<file path="src/rtl/sisu_pkg.sv">
// Shared types and codes for the set intersection and union core.
package sisu_pkg;

    localparam int unsigned ELEM_W = 32;

    // Request commands.
    localparam logic [1:0] CMD_LOAD_A = 2'd0;
    localparam logic [1:0] CMD_LOAD_B = 2'd1;
    localparam logic [1:0] CMD_START  = 2'd2;

    // Result kinds.
    localparam logic [1:0] KIND_ACK   = 2'd0;
    localparam logic [1:0] KIND_ISECT = 2'd1;
    localparam logic [1:0] KIND_UNION = 2'd2;
    localparam logic [1:0] KIND_DONE  = 2'd3;

    // Load status codes.
    localparam logic [1:0] STAT_OK   = 2'd0;
    localparam logic [1:0] STAT_DUP  = 2'd1;
    localparam logic [1:0] STAT_FULL = 2'd2;

    // What a probe does when it leaves the chain.
    typedef enum logic [1:0] {
        POL_ACK,
        POL_HIT,
        POL_MISS,
        POL_ALL
    } pol_t;

    typedef enum logic [2:0] {
        ST_IDLE,
        ST_LOAD,
        ST_ISSUE,
        ST_DRAIN,
        ST_FINISH
    } state_t;

    typedef enum logic [1:0] {
        PH_ISECT,
        PH_UNION_B,
        PH_UNION_A
    } phase_t;

    // A membership probe travelling along the cell chain.
    typedef struct packed {
        logic              valid;
        logic [ELEM_W-1:0] value;
        logic              sel_b;
        pol_t              pol;
        logic              hit;
    } probe_t;

endpackage

</file>
<file path="src/rtl/set_intersection_union_core.sv">
// Top level of the set intersection and union core: controller and cell chain.
// A load request sends one probe down a chain of SET_DEPTH cells, each holding one entry of
// set A and one of set B; the next request is taken only after its acknowledge is produced.
// A start request feeds one probe per cycle into the chain while the result port does not
// stall: one for each member of the smaller set, each of B and each of A, then waits for the
// chain to empty and sends the final result. A stalled result port freezes the chain.
module set_intersection_union_core #(
    parameter int unsigned SET_DEPTH = 16
) (
    input  logic               aclk,
    input  logic               aresetn,
    input  logic               s_valid,
    output logic               s_ready,
    input  logic [1:0]         s_cmd,
    input  logic signed [31:0] s_value,
    output logic               m_valid,
    input  logic               m_ready,
    output logic [1:0]         m_kind,
    output logic signed [31:0] m_element,
    output logic [1:0]         m_status,
    output logic               m_last
);

    localparam int unsigned CW = $clog2(SET_DEPTH + 1);
    localparam int unsigned IW = (SET_DEPTH > 1) ? $clog2(SET_DEPTH) : 1;
    localparam int unsigned EW = sisu_pkg::ELEM_W;

    sisu_pkg::state_t state_reg, state_next;
    sisu_pkg::phase_t phase_reg, phase_next;
    logic [CW-1:0]    j_reg, j_next;
    logic [CW-1:0]    dcnt_reg, dcnt_next;
    logic [CW-1:0]    cnt_a_reg, cnt_a_next;
    logic [CW-1:0]    cnt_b_reg, cnt_b_next;
    logic             held_valid_reg, held_valid_next;
    logic [EW-1:0]    held_elem_reg, held_elem_next;
    logic [1:0]       held_kind_reg, held_kind_next;
    logic             m_valid_reg, m_valid_next;
    logic [1:0]       m_kind_reg, m_kind_next;
    logic [EW-1:0]    m_elem_reg, m_elem_next;
    logic [1:0]       m_status_reg, m_status_next;
    logic             m_last_reg, m_last_next;

    logic             adv;
    logic             accept;
    logic             wr_a;
    logic             wr_b;
    logic             s_is_b;
    logic             emit;
    logic [CW-1:0]    sel_cnt;
    logic [1:0]       ack_status;
    sisu_pkg::probe_t iss;
    sisu_pkg::probe_t exit_probe;

    sisu_pkg::probe_t chain [0:SET_DEPTH];
    logic [EW-1:0]    a_val [0:SET_DEPTH-1];
    logic [EW-1:0]    b_val [0:SET_DEPTH-1];
    logic [SET_DEPTH-1:0] pv;

    // The output register frees up, so the whole chain may shift.
    assign adv        = !m_valid_reg || m_ready;
    assign s_ready    = (state_reg == sisu_pkg::ST_IDLE) && adv;
    assign accept     = s_valid && s_ready;
    assign chain[0]   = iss;
    assign exit_probe = chain[SET_DEPTH];
    assign s_is_b     = cnt_a_reg > cnt_b_reg;

    genvar gi;
    generate
        for (gi = 0; gi < SET_DEPTH; gi++) begin : g_cell
            sisu_cell u_cell (
                .aclk      (aclk),
                .aresetn   (aresetn),
                .adv       (adv),
                .a_live    (CW'(gi) < cnt_a_reg),
                .b_live    (CW'(gi) < cnt_b_reg),
                .a_we      (wr_a && (cnt_a_reg == CW'(gi))),
                .b_we      (wr_b && (cnt_b_reg == CW'(gi))),
                .wr_value  (exit_probe.value),
                .probe_in  (chain[gi]),
                .probe_out (chain[gi+1]),
                .a_value   (a_val[gi]),
                .b_value   (b_val[gi])
            );
            assign pv[gi] = chain[gi+1].valid;
        end
    endgenerate

    always_comb begin
        state_next      = state_reg;
        phase_next      = phase_reg;
        j_next          = j_reg;
        dcnt_next       = dcnt_reg;
        cnt_a_next      = cnt_a_reg;
        cnt_b_next      = cnt_b_reg;
        held_valid_next = held_valid_reg;
        held_elem_next  = held_elem_reg;
        held_kind_next  = held_kind_reg;
        m_valid_next    = m_valid_reg;
        m_kind_next     = m_kind_reg;
        m_elem_next     = m_elem_reg;
        m_status_next   = m_status_reg;
        m_last_next     = m_last_reg;
        wr_a            = 1'b0;
        wr_b            = 1'b0;
        emit            = 1'b0;
        ack_status      = sisu_pkg::STAT_OK;
        sel_cnt         = exit_probe.sel_b ? cnt_b_reg : cnt_a_reg;
        iss             = '0;

        if (m_valid_reg && m_ready) begin
            m_valid_next = 1'b0;
        end

        case (state_reg)
            sisu_pkg::ST_IDLE: begin
                if (accept) begin
                    case (s_cmd)
                        sisu_pkg::CMD_LOAD_A, sisu_pkg::CMD_LOAD_B: begin
                            iss.valid  = 1'b1;
                            iss.value  = s_value;
                            iss.sel_b  = (s_cmd == sisu_pkg::CMD_LOAD_B);
                            iss.pol    = sisu_pkg::POL_ACK;
                            state_next = sisu_pkg::ST_LOAD;
                        end
                        sisu_pkg::CMD_START: begin
                            phase_next = sisu_pkg::PH_ISECT;
                            j_next     = '0;
                            state_next = sisu_pkg::ST_ISSUE;
                        end
                        default: begin
                        end
                    endcase
                end
            end
            sisu_pkg::ST_LOAD: begin
            end
            sisu_pkg::ST_ISSUE: begin
                if (adv) begin
                    case (phase_reg)
                        sisu_pkg::PH_ISECT: begin
                            if (j_reg < (s_is_b ? cnt_b_reg : cnt_a_reg)) begin
                                iss.valid = 1'b1;
                                iss.value = s_is_b ? b_val[j_reg[IW-1:0]]
                                                   : a_val[j_reg[IW-1:0]];
                                iss.sel_b = !s_is_b;
                                iss.pol   = sisu_pkg::POL_HIT;
                                j_next    = j_reg + 1'b1;
                            end else begin
                                phase_next = sisu_pkg::PH_UNION_B;
                                j_next     = '0;
                            end
                        end
                        sisu_pkg::PH_UNION_B: begin
                            if (j_reg < cnt_b_reg) begin
                                iss.valid = 1'b1;
                                iss.value = b_val[j_reg[IW-1:0]];
                                iss.sel_b = 1'b1;
                                iss.pol   = sisu_pkg::POL_ALL;
                                j_next    = j_reg + 1'b1;
                            end else begin
                                phase_next = sisu_pkg::PH_UNION_A;
                                j_next     = '0;
                            end
                        end
                        default: begin
                            if (j_reg < cnt_a_reg) begin
                                iss.valid = 1'b1;
                                iss.value = a_val[j_reg[IW-1:0]];
                                iss.sel_b = 1'b1;
                                iss.pol   = sisu_pkg::POL_MISS;
                                j_next    = j_reg + 1'b1;
                            end else begin
                                dcnt_next  = '0;
                                state_next = sisu_pkg::ST_DRAIN;
                            end
                        end
                    endcase
                end
            end
            sisu_pkg::ST_DRAIN: begin
                if (adv) begin
                    if (dcnt_reg == CW'(SET_DEPTH - 1)) begin
                        state_next = sisu_pkg::ST_FINISH;
                    end else begin
                        dcnt_next = dcnt_reg + 1'b1;
                    end
                end
            end
            sisu_pkg::ST_FINISH: begin
                if (adv) begin
                    m_valid_next  = 1'b1;
                    m_status_next = sisu_pkg::STAT_OK;
                    m_last_next   = 1'b1;
                    if (held_valid_reg) begin
                        m_kind_next = held_kind_reg;
                        m_elem_next = held_elem_reg;
                    end else begin
                        m_kind_next = sisu_pkg::KIND_DONE;
                        m_elem_next = '0;
                    end
                    held_valid_next = 1'b0;
                    cnt_a_next      = '0;
                    cnt_b_next      = '0;
                    state_next      = sisu_pkg::ST_IDLE;
                end
            end
            default: begin
                state_next = sisu_pkg::ST_IDLE;
            end
        endcase

        // A probe leaves the last cell.
        if (adv && exit_probe.valid) begin
            if (exit_probe.pol == sisu_pkg::POL_ACK) begin
                if (exit_probe.hit) begin
                    ack_status = sisu_pkg::STAT_DUP;
                end else if (sel_cnt == CW'(SET_DEPTH)) begin
                    ack_status = sisu_pkg::STAT_FULL;
                end else begin
                    ack_status = sisu_pkg::STAT_OK;
                    wr_a       = !exit_probe.sel_b;
                    wr_b       = exit_probe.sel_b;
                end
                if (wr_a) begin
                    cnt_a_next = cnt_a_reg + 1'b1;
                end
                if (wr_b) begin
                    cnt_b_next = cnt_b_reg + 1'b1;
                end
                m_valid_next  = 1'b1;
                m_kind_next   = sisu_pkg::KIND_ACK;
                m_elem_next   = '0;
                m_status_next = ack_status;
                m_last_next   = 1'b1;
                state_next    = sisu_pkg::ST_IDLE;
            end else begin
                emit = (exit_probe.pol == sisu_pkg::POL_ALL)
                    || ((exit_probe.pol == sisu_pkg::POL_HIT) && exit_probe.hit)
                    || ((exit_probe.pol == sisu_pkg::POL_MISS) && !exit_probe.hit);
                // One result is held back so that the final one can carry last.
                if (emit) begin
                    if (held_valid_reg) begin
                        m_valid_next  = 1'b1;
                        m_kind_next   = held_kind_reg;
                        m_elem_next   = held_elem_reg;
                        m_status_next = sisu_pkg::STAT_OK;
                        m_last_next   = 1'b0;
                    end
                    held_valid_next = 1'b1;
                    held_elem_next  = exit_probe.value;
                    held_kind_next  = (exit_probe.pol == sisu_pkg::POL_HIT)
                                    ? sisu_pkg::KIND_ISECT : sisu_pkg::KIND_UNION;
                end
            end
        end
    end

    always_ff @(posedge aclk) begin
        if (!aresetn) begin
            state_reg      <= sisu_pkg::ST_IDLE;
            phase_reg      <= sisu_pkg::PH_ISECT;
            j_reg          <= '0;
            dcnt_reg       <= '0;
            cnt_a_reg      <= '0;
            cnt_b_reg      <= '0;
            held_valid_reg <= 1'b0;
            m_valid_reg    <= 1'b0;
        end else begin
            state_reg      <= state_next;
            phase_reg      <= phase_next;
            j_reg          <= j_next;
            dcnt_reg       <= dcnt_next;
            cnt_a_reg      <= cnt_a_next;
            cnt_b_reg      <= cnt_b_next;
            held_valid_reg <= held_valid_next;
            m_valid_reg    <= m_valid_next;
        end
    end

    always_ff @(posedge aclk) begin
        held_elem_reg <= held_elem_next;
        held_kind_reg <= held_kind_next;
        m_kind_reg    <= m_kind_next;
        m_elem_reg    <= m_elem_next;
        m_status_reg  <= m_status_next;
        m_last_reg    <= m_last_next;
    end

    assign m_valid   = m_valid_reg;
    assign m_kind    = m_kind_reg;
    assign m_element = $signed(m_elem_reg);
    assign m_status  = m_status_reg;
    assign m_last    = m_last_reg;

`ifndef ASSERT_OFF
    a_count_bound: assert property (@(posedge aclk) disable iff (!aresetn)
        (cnt_a_reg <= CW'(SET_DEPTH)) && (cnt_b_reg <= CW'(SET_DEPTH)))
        else $error("set count above depth");

    a_single_load_probe: assert property (@(posedge aclk) disable iff (!aresetn)
        (state_reg == sisu_pkg::ST_LOAD) |-> ($countones(pv) <= 1))
        else $error("more than one probe in flight during a load");

    a_ack_in_load: assert property (@(posedge aclk) disable iff (!aresetn)
        (exit_probe.valid && (exit_probe.pol == sisu_pkg::POL_ACK))
            |-> (state_reg == sisu_pkg::ST_LOAD))
        else $error("load probe left the chain outside a load");

    a_idle_no_held: assert property (@(posedge aclk) disable iff (!aresetn)
        (state_reg == sisu_pkg::ST_IDLE) |-> !held_valid_reg)
        else $error("held result left behind when idle");

    a_finish_clears: assert property (@(posedge aclk) disable iff (!aresetn)
        ((state_reg == sisu_pkg::ST_FINISH) && adv)
            |=> ((cnt_a_reg == '0) && (cnt_b_reg == '0)))
        else $error("sets not emptied after a start request");
`endif

endmodule

</file>
<file path="src/rtl/sisu_cell.sv">
// One chain cell: holds one entry of each set and checks passing probes against it.
module sisu_cell (
    input  logic                                aclk,
    input  logic                                aresetn,
    input  logic                                adv,
    input  logic                                a_live,
    input  logic                                b_live,
    input  logic                                a_we,
    input  logic                                b_we,
    input  logic [sisu_pkg::ELEM_W-1:0]         wr_value,
    input  sisu_pkg::probe_t                    probe_in,
    output sisu_pkg::probe_t                    probe_out,
    output logic [sisu_pkg::ELEM_W-1:0]         a_value,
    output logic [sisu_pkg::ELEM_W-1:0]         b_value
);

    logic [sisu_pkg::ELEM_W-1:0] a_reg;
    logic [sisu_pkg::ELEM_W-1:0] b_reg;
    sisu_pkg::probe_t            probe_reg;
    sisu_pkg::probe_t            probe_next;
    logic                        match;

    always_comb begin
        if (probe_in.sel_b) begin
            match = b_live && (b_reg == probe_in.value);
        end else begin
            match = a_live && (a_reg == probe_in.value);
        end
        probe_next     = probe_in;
        probe_next.hit = probe_in.hit | (probe_in.valid & match);
    end

    always_ff @(posedge aclk) begin
        if (!aresetn) begin
            probe_reg.valid <= 1'b0;
        end else if (adv) begin
            probe_reg <= probe_next;
        end
    end

    always_ff @(posedge aclk) begin
        if (a_we) begin
            a_reg <= wr_value;
        end
        if (b_we) begin
            b_reg <= wr_value;
        end
    end

    assign probe_out = probe_reg;
    assign a_value   = a_reg;
    assign b_value   = b_reg;

endmodule

</file>
<file path="config.mk">
export PLATFORM = sky130hd
export DESIGN_NAME = set_intersection_union_core
export DESIGN_NICKNAME = d
export VERILOG_FILES = /design/src/rtl/sisu_pkg.sv /design/src/rtl/set_intersection_union_core.sv /design/src/rtl/sisu_cell.sv
export SDC_FILE = /design/constraint.sdc
export NUM_CORES = 2
export LEC_CHECK = 0
export BUFFER_PORTS_ARGS = -buffer_cell sky130_fd_sc_hd__buf_2
export CAP_MARGIN = 15
export CORE_ASPECT_RATIO = 0.9
export CORE_UTILIZATION = 63
export CTS_CLUSTER_DIAMETER = 100
export DETAILED_ROUTE_END_ITERATION = 8
export PLACE_DENSITY = 0.9
export SLEW_MARGIN = 20
export SYNTH_ARGS = -nofsm -noshare
export SYNTH_HDL_FRONTEND = slang
export SYNTH_HIERARCHICAL = 1
export SYNTH_SLANG_ARGS = --single-unit
</file>
<file path="constraint.sdc">
create_clock -name aclk -period 8.05 [get_ports aclk]
set_clock_uncertainty 0.1 [all_clocks]
set_input_delay 0.4025 -clock aclk [delete_from_list [all_inputs] [get_ports aclk]]
set_output_delay 0.4025 -clock aclk [all_outputs]
set_load 0.01 [all_outputs]
</file>
Yosys cells after proc, flatten, opt, wreduce, memory -nomap -nowiden
Cells that the tools add are included.

cells by class
  muxes and demuxes = 128
  equality and inequality tests = 85
  bitwise logic cells = 33
  magnitude comparators = 37
  reductions and logical operators = 92
  add/subtract/negate cells = 4

operators with widths
  operator               number
  $eq A32 B32 Y1         32
  $mux W32               12
  $bmux W32 S4           2
  $mux W36               6
  $pmux W36 S2           2
  $mux W5                23
  $eq A5 B4 Y1 const B   17
  $lt A4 B5 Y1 const A   16
  $logic_and A1 B1 Y1    70
  $mux W1                46
  $mux W2                21
  $eq A5 B3 Y1 const B   8
  $lt A3 B5 Y1 const A   8
  $pmux W5 S2            3
  $mux W3                9
  $add A5 B1 Y5 const B  4
  $eq A5 B2 Y1 const B   4
  $lt A1 B5 Y1 const A   4
  $lt A2 B5 Y1 const A   4
  $and A1 B1 Y1          16
  $lt A5 B5 Y1           3
  $or A1 B1 Y1           15
  $pmux W3 S5            1
  $ne A2 B2 Y1 const B   6
  28 further kinds       47

storage, ports and cells
  input bits = 38
  flip-flop bits (word level) = 1,714
  logic and storage cells = 505
  output and inout bits = 39

Longest topological paths before layout
  word-level depth = 13
  mapped depth = 21
  gate-level depth less buffers = 19

Cells and area by module
Netlist, hierarchy kept.

modules (own cells, without submodules)
  module                       cells an instance  area an instance (µm²)  sequential area each (µm²)  times used
  sisu_cell                    192                3,762.4                 3,022.9                     16
  set_intersection_union_core  1,215              13,369.1                2,302.2                     1

Least setup slack after synthesis
No wires, ideal clock.

  kind = reg2reg
  start = register m_valid_reg, in the netlist m_valid
  end = register g_cell[13].u_cell.a_reg, in the netlist g_cell[13].u_cell/a_value[0] (enable)
  data required time = 7,448 ps
  library setup time = 502 ps
  stages on the path, launching flop included = 9
  clock period less this slack = 5,608 ps
  slack = 2,442 ps
  data arrival time = 5,006 ps
  path buffers = 3
  cells stage by stage = dfxtp_1 > nor2b_1 > buf_4 > inv_1 > buf_4 > nand3_2 > or4_1 > buf_2 > nor4_1

on the way
  cells in the longest elaborated chain, start to end = 5

ends and longest elaborated chain
  element                 RTL line                            source
  start, declared         set_intersection_union_core.sv:37   logic m_valid_reg, m_valid_next;
  start signal, assigned  set_intersection_union_core.sv:276  m_valid_reg <= m_valid_next;
  $logic_not A1 Y1        set_intersection_union_core.sv:60   assign adv = !m_valid_reg || m_ready;
  $logic_or A1 B1 Y1      set_intersection_union_core.sv:60
  net adv                 set_intersection_union_core.sv:43   logic adv;
  $logic_and A1 B1 Y1     set_intersection_union_core.sv:213  if (adv && exit_probe.valid) begin
  $mux W1                 set_intersection_union_core.sv:213
  $logic_and A1 B1 Y1     set_intersection_union_core.sv:76   .a_we (wr_a && (cnt_a_reg == CW'(gi))),
  end signal, assigned    sisu_cell.sv:43                     a_reg <= wr_value;
  end, declared           sisu_cell.sv:17                     logic [sisu_pkg::ELEM_W-1:0] a_reg;

The timed path passes the listed nets, and every way through them passes these cells.
A chain may end at the register's enable or synchronous reset.

==> impl_metrics.env <==
export IMPL_status="finished clean"
export IMPL_routed_wirelength_um=231200
export IMPL_track_usage=0.3938
export IMPL_multiInputGateArea_sq_mm=0.02243
export IMPL_antenna_found_initial=11
export IMPL_worstSetupPathType="register to register"
export IMPL_grt_pass1_vias=42570
export IMPL_finalWeightedCongestion=1.013
export IMPL_cp_start_kind="register"
export IMPL_drive_gt1_frac=0.1589
export IMPL_nFillCells=6786
export IMPL_power_density_mw_per_mm2=229.3
export IMPL_hold_depth=3
export IMPL_end_kind="register"
export IMPL_final_cells=6212
export IMPL_ys_ff_latch=1714
export IMPL_period_share=0.8099
export IMPL_synth_area_top_cells="edfxtp_1 (67%), xnor2_1 (9.4%), mux4_2 (8.0%)"
export IMPL_crit_reg2reg_launch="cnt_b_reg[4]$_SDFF_PN0_"
export IMPL_layout_nets=4580
export IMPL_maxSlewViolCount=0
export IMPL_grt_pass1_wl_um=320800
export IMPL_avgRoutedWirePerCell_um=37.23
export IMPL_critPathMaxFanout=32
export IMPL_syn2layout_area_growth_pct=11.22
export IMPL_fp_coreArea_sq_mm=0.1155
export IMPL_ys_seq_area_frac=0.6887
export IMPL_gr_total_overflow=0
export IMPL_hp_class="input port to register"
export IMPL_ios=77
export IMPL_clk_pin_slew_worst_paths_ps=70
export IMPL_vias=44730
export IMPL_slowest_stage="a21oi_4"
export IMPL_die_y_um=326.2
export IMPL_cts_max_level=4
export IMPL_root_buffer="clkbuf_16"
export IMPL_crit_chain="inv_1, ha_1, nand4_1, o221ai_1, nand2_1, nor2_1, a21oi_1, ha_1, a211oi_1, o21a_1, o2111ai_1, a21oi_4, a22oi_1, nand2_1, xnor2_1, nand4_1, nor4_1, a31oi_1, o41ai_2"
export IMPL_largest_reg_flops=592
export IMPL_start_util=0.6372
export IMPL_synth_nets=4351
export IMPL_ys_types=71
export IMPL_finalSetupViolCount=0
export IMPL_yosysTopAreaCell="edfxtp_1"
export IMPL_grt_start_max_net_pins=121
export IMPL_placed_area_sq_mm=0.07618
export IMPL_synth_common_cells="edfxtp_1 (1,634), xnor2_1 (788), mux4_2 (260)"
export IMPL_ff2ff_setup_slack_ps=1530
export IMPL_drt_first_iter_violations=9236
export IMPL_critPathMaxStageDelay_ps=880
export IMPL_stdcell_area_sq_mm=0.08182
export IMPL_tns_ps=0
export IMPL_place_hpwl_um=160100
export IMPL_rsz0062_at_grt="no"
export IMPL_syn_inst=4287
export IMPL_die_x_um=362.2
export IMPL_drc=0
export IMPL_via_per_inst=7.201
export IMPL_port_buffer_count=76
export IMPL_synth_area_sq_mm=0.07357
export IMPL_dieArea_sq_mm=0.1181
export IMPL_worst_pin_slew_ps=1230
export IMPL_hold_ws_ps=53.34
export IMPL_finalHoldViolCount=0
export IMPL_worst_endpoint_arrival_ps=7050
export IMPL_cts_tree="built"
export IMPL_min_from="s_value[6]"
export IMPL_p_leak_nw=25.48
export IMPL_pre_cts_ws_ps=1799
export IMPL_cts_made_buffers=162
export IMPL_fmax_mhz=153.4
export IMPL_ys_flop_type="edfxtp_1"
export IMPL_ys_warnings_count=6
export IMPL_synth_edf_count=1634
export IMPL_finalPower_mw=18.76
export IMPL_utilization=0.7087
export IMPL_max_cap_violations=0
export IMPL_cts_repair_resized=0
export IMPL_synth_top_area_share=0.6670
export IMPL_ir_worst_vdd_mv=0.2381
export IMPL_worst_skew_pair_late_latency_ps=810
export IMPL_dp_cells=5869
export IMPL_clock_path_buffers=3
export IMPL_ff_latch_area_sq_mm=0.05068
export IMPL_min_period_ps=6520
export IMPL_slew_headroom=0.1723
export IMPL_hold_end="g_cell[0].u_cell/probe_out[10]$_DFFE_PP_"
export IMPL_cts_sinks=1714
export IMPL_setup_slack_ps=1530
export IMPL_synth_most_common_cell="edfxtp_1"
export IMPL_ant_nets=0
export IMPL_r2r_end="g_cell[0].u_cell/probe_out[0]$_DFFE_PP_"
export IMPL_dr_pass1_iters=6
export IMPL_synthArstFlopShare=0
export IMPL_ff2ff_path_depth=19
export IMPL_avgSynthCellArea_sq_um=17.16
export IMPL_required_ps=8580
export IMPL_placementRows=118
## critical path, delay by kind of cell, from the launching register on
| family | cells | cell delay, ps |
|---|---|---|
| AO/OA/AOI/OAI | 9 | 2720 |
| AND/OR/NAND/NOR | 6 | 1670 |
| adder cells (fa/ha/maj) | 2 | 730 |
| flip-flops | 1 | 660 |
| buffers and inverters | 1 | 280 |
| XOR/XNOR | 1 | 140 |
## metal layers
layer / up-vias / wire [um] / share of wire / GRT usage
li1: 17230 / - / - / -
met1: 21960 / 75610 / 0.33 / 0.5406
met2: 4821 / 96580 / 0.42 / 0.5436
met3: 711 / 42240 / 0.18 / 0.1394
met4: 10 / 16630 / 0.072 / 0.2360
met5: - / 188 / 0.00081 / 0.009204
## kinds of logic (layout without fill, tap and decap cells)
kind of cell,Yosys count,in the layout,share of synthesized area
multiplexers,338,338,0.09021
AND/OR/NAND/NOR,700,700,0.05347
adder cells (fa/ha/maj),26,26,0.004422
XOR/XNOR,1031,1031,0.1227
AO/OA/AOI/OAI,320,320,0.03084
other,1,2,0.00005097
flip-flops,1714,1714,0.6887
buffers and inverters,157,521,0.009524
## power by group
part | switching [mW] | total [mW] | internal (mW)
Combinational | 0.578 | 0.946 | 0.368
Sequential | 0.258 | 10.2 | 9.96
Clock | 3.42 | 7.60 | 4.18
## area by class of cell
class,instances,share of cell area
multi-input cells,2416,0.2741
clock buffers,197,0.05219
diodes,1,0.00003058
inverters,29,0.001330
repair buffers,193,0.01843
flip-flops and latches,1714,0.6195
clock inverters,102,0.01057
well taps,1560,0.02386
## worst max-delay path by stage
stage,from,end,depth (start not counted)
2_1_floorplan,m_valid$_SDFF_PN0_,g_cell[13].u_cell/a_value[0]$_DFFE_PP_,8
3_3_place_gp,cnt_b_reg[4]$_SDFF_PN0_,g_cell[0].u_cell/probe_out[0]$_DFFE_PP_,19
3_5_place_dp,cnt_b_reg[4]$_SDFF_PN0_,g_cell[0].u_cell/probe_out[0]$_DFFE_PP_,19
4_1_cts,cnt_b_reg[4]$_SDFF_PN0_,g_cell[0].u_cell/probe_out[0]$_DFFE_PP_,19
5_1_grt,cnt_b_reg[4]$_SDFF_PN0_,g_cell[0].u_cell/probe_out[0]$_DFFE_PP_,19
6_report,cnt_b_reg[4]$_SDFF_PN0_,g_cell[0].u_cell/probe_out[0]$_DFFE_PP_,19
## timing repair
item                                   4_1_cts  5_1_grt
buffers inserted                             0        0
hold buffers                                31        0
endpoints found under the hold margin       31        0
## cells in the final DEF (no fill, tap or decap), drive strengths merged, types with 26 or more instances in the layout
cell	synthesis	layout
nor2	58	58
nor4	105	105
xor2	243	243
a22o	32	32
a21oi	101	101
ha	26	26
nor2b	80	80
nand4	229	229
nor3	34	34
dlygate4sd3	0	31
xnor2	788	788
mux4	260	260
a22oi	33	33
mux2i	78	78
nand2	126	126
clkbuf	64	197
buf	64	162
edfxtp	1634	1634
a211oi	63	63
inv	28	37
clkinv	1	76
o21ai	27	27
dfxtp	80	80
Note: power is estimated with default switching activity, not from simulation.
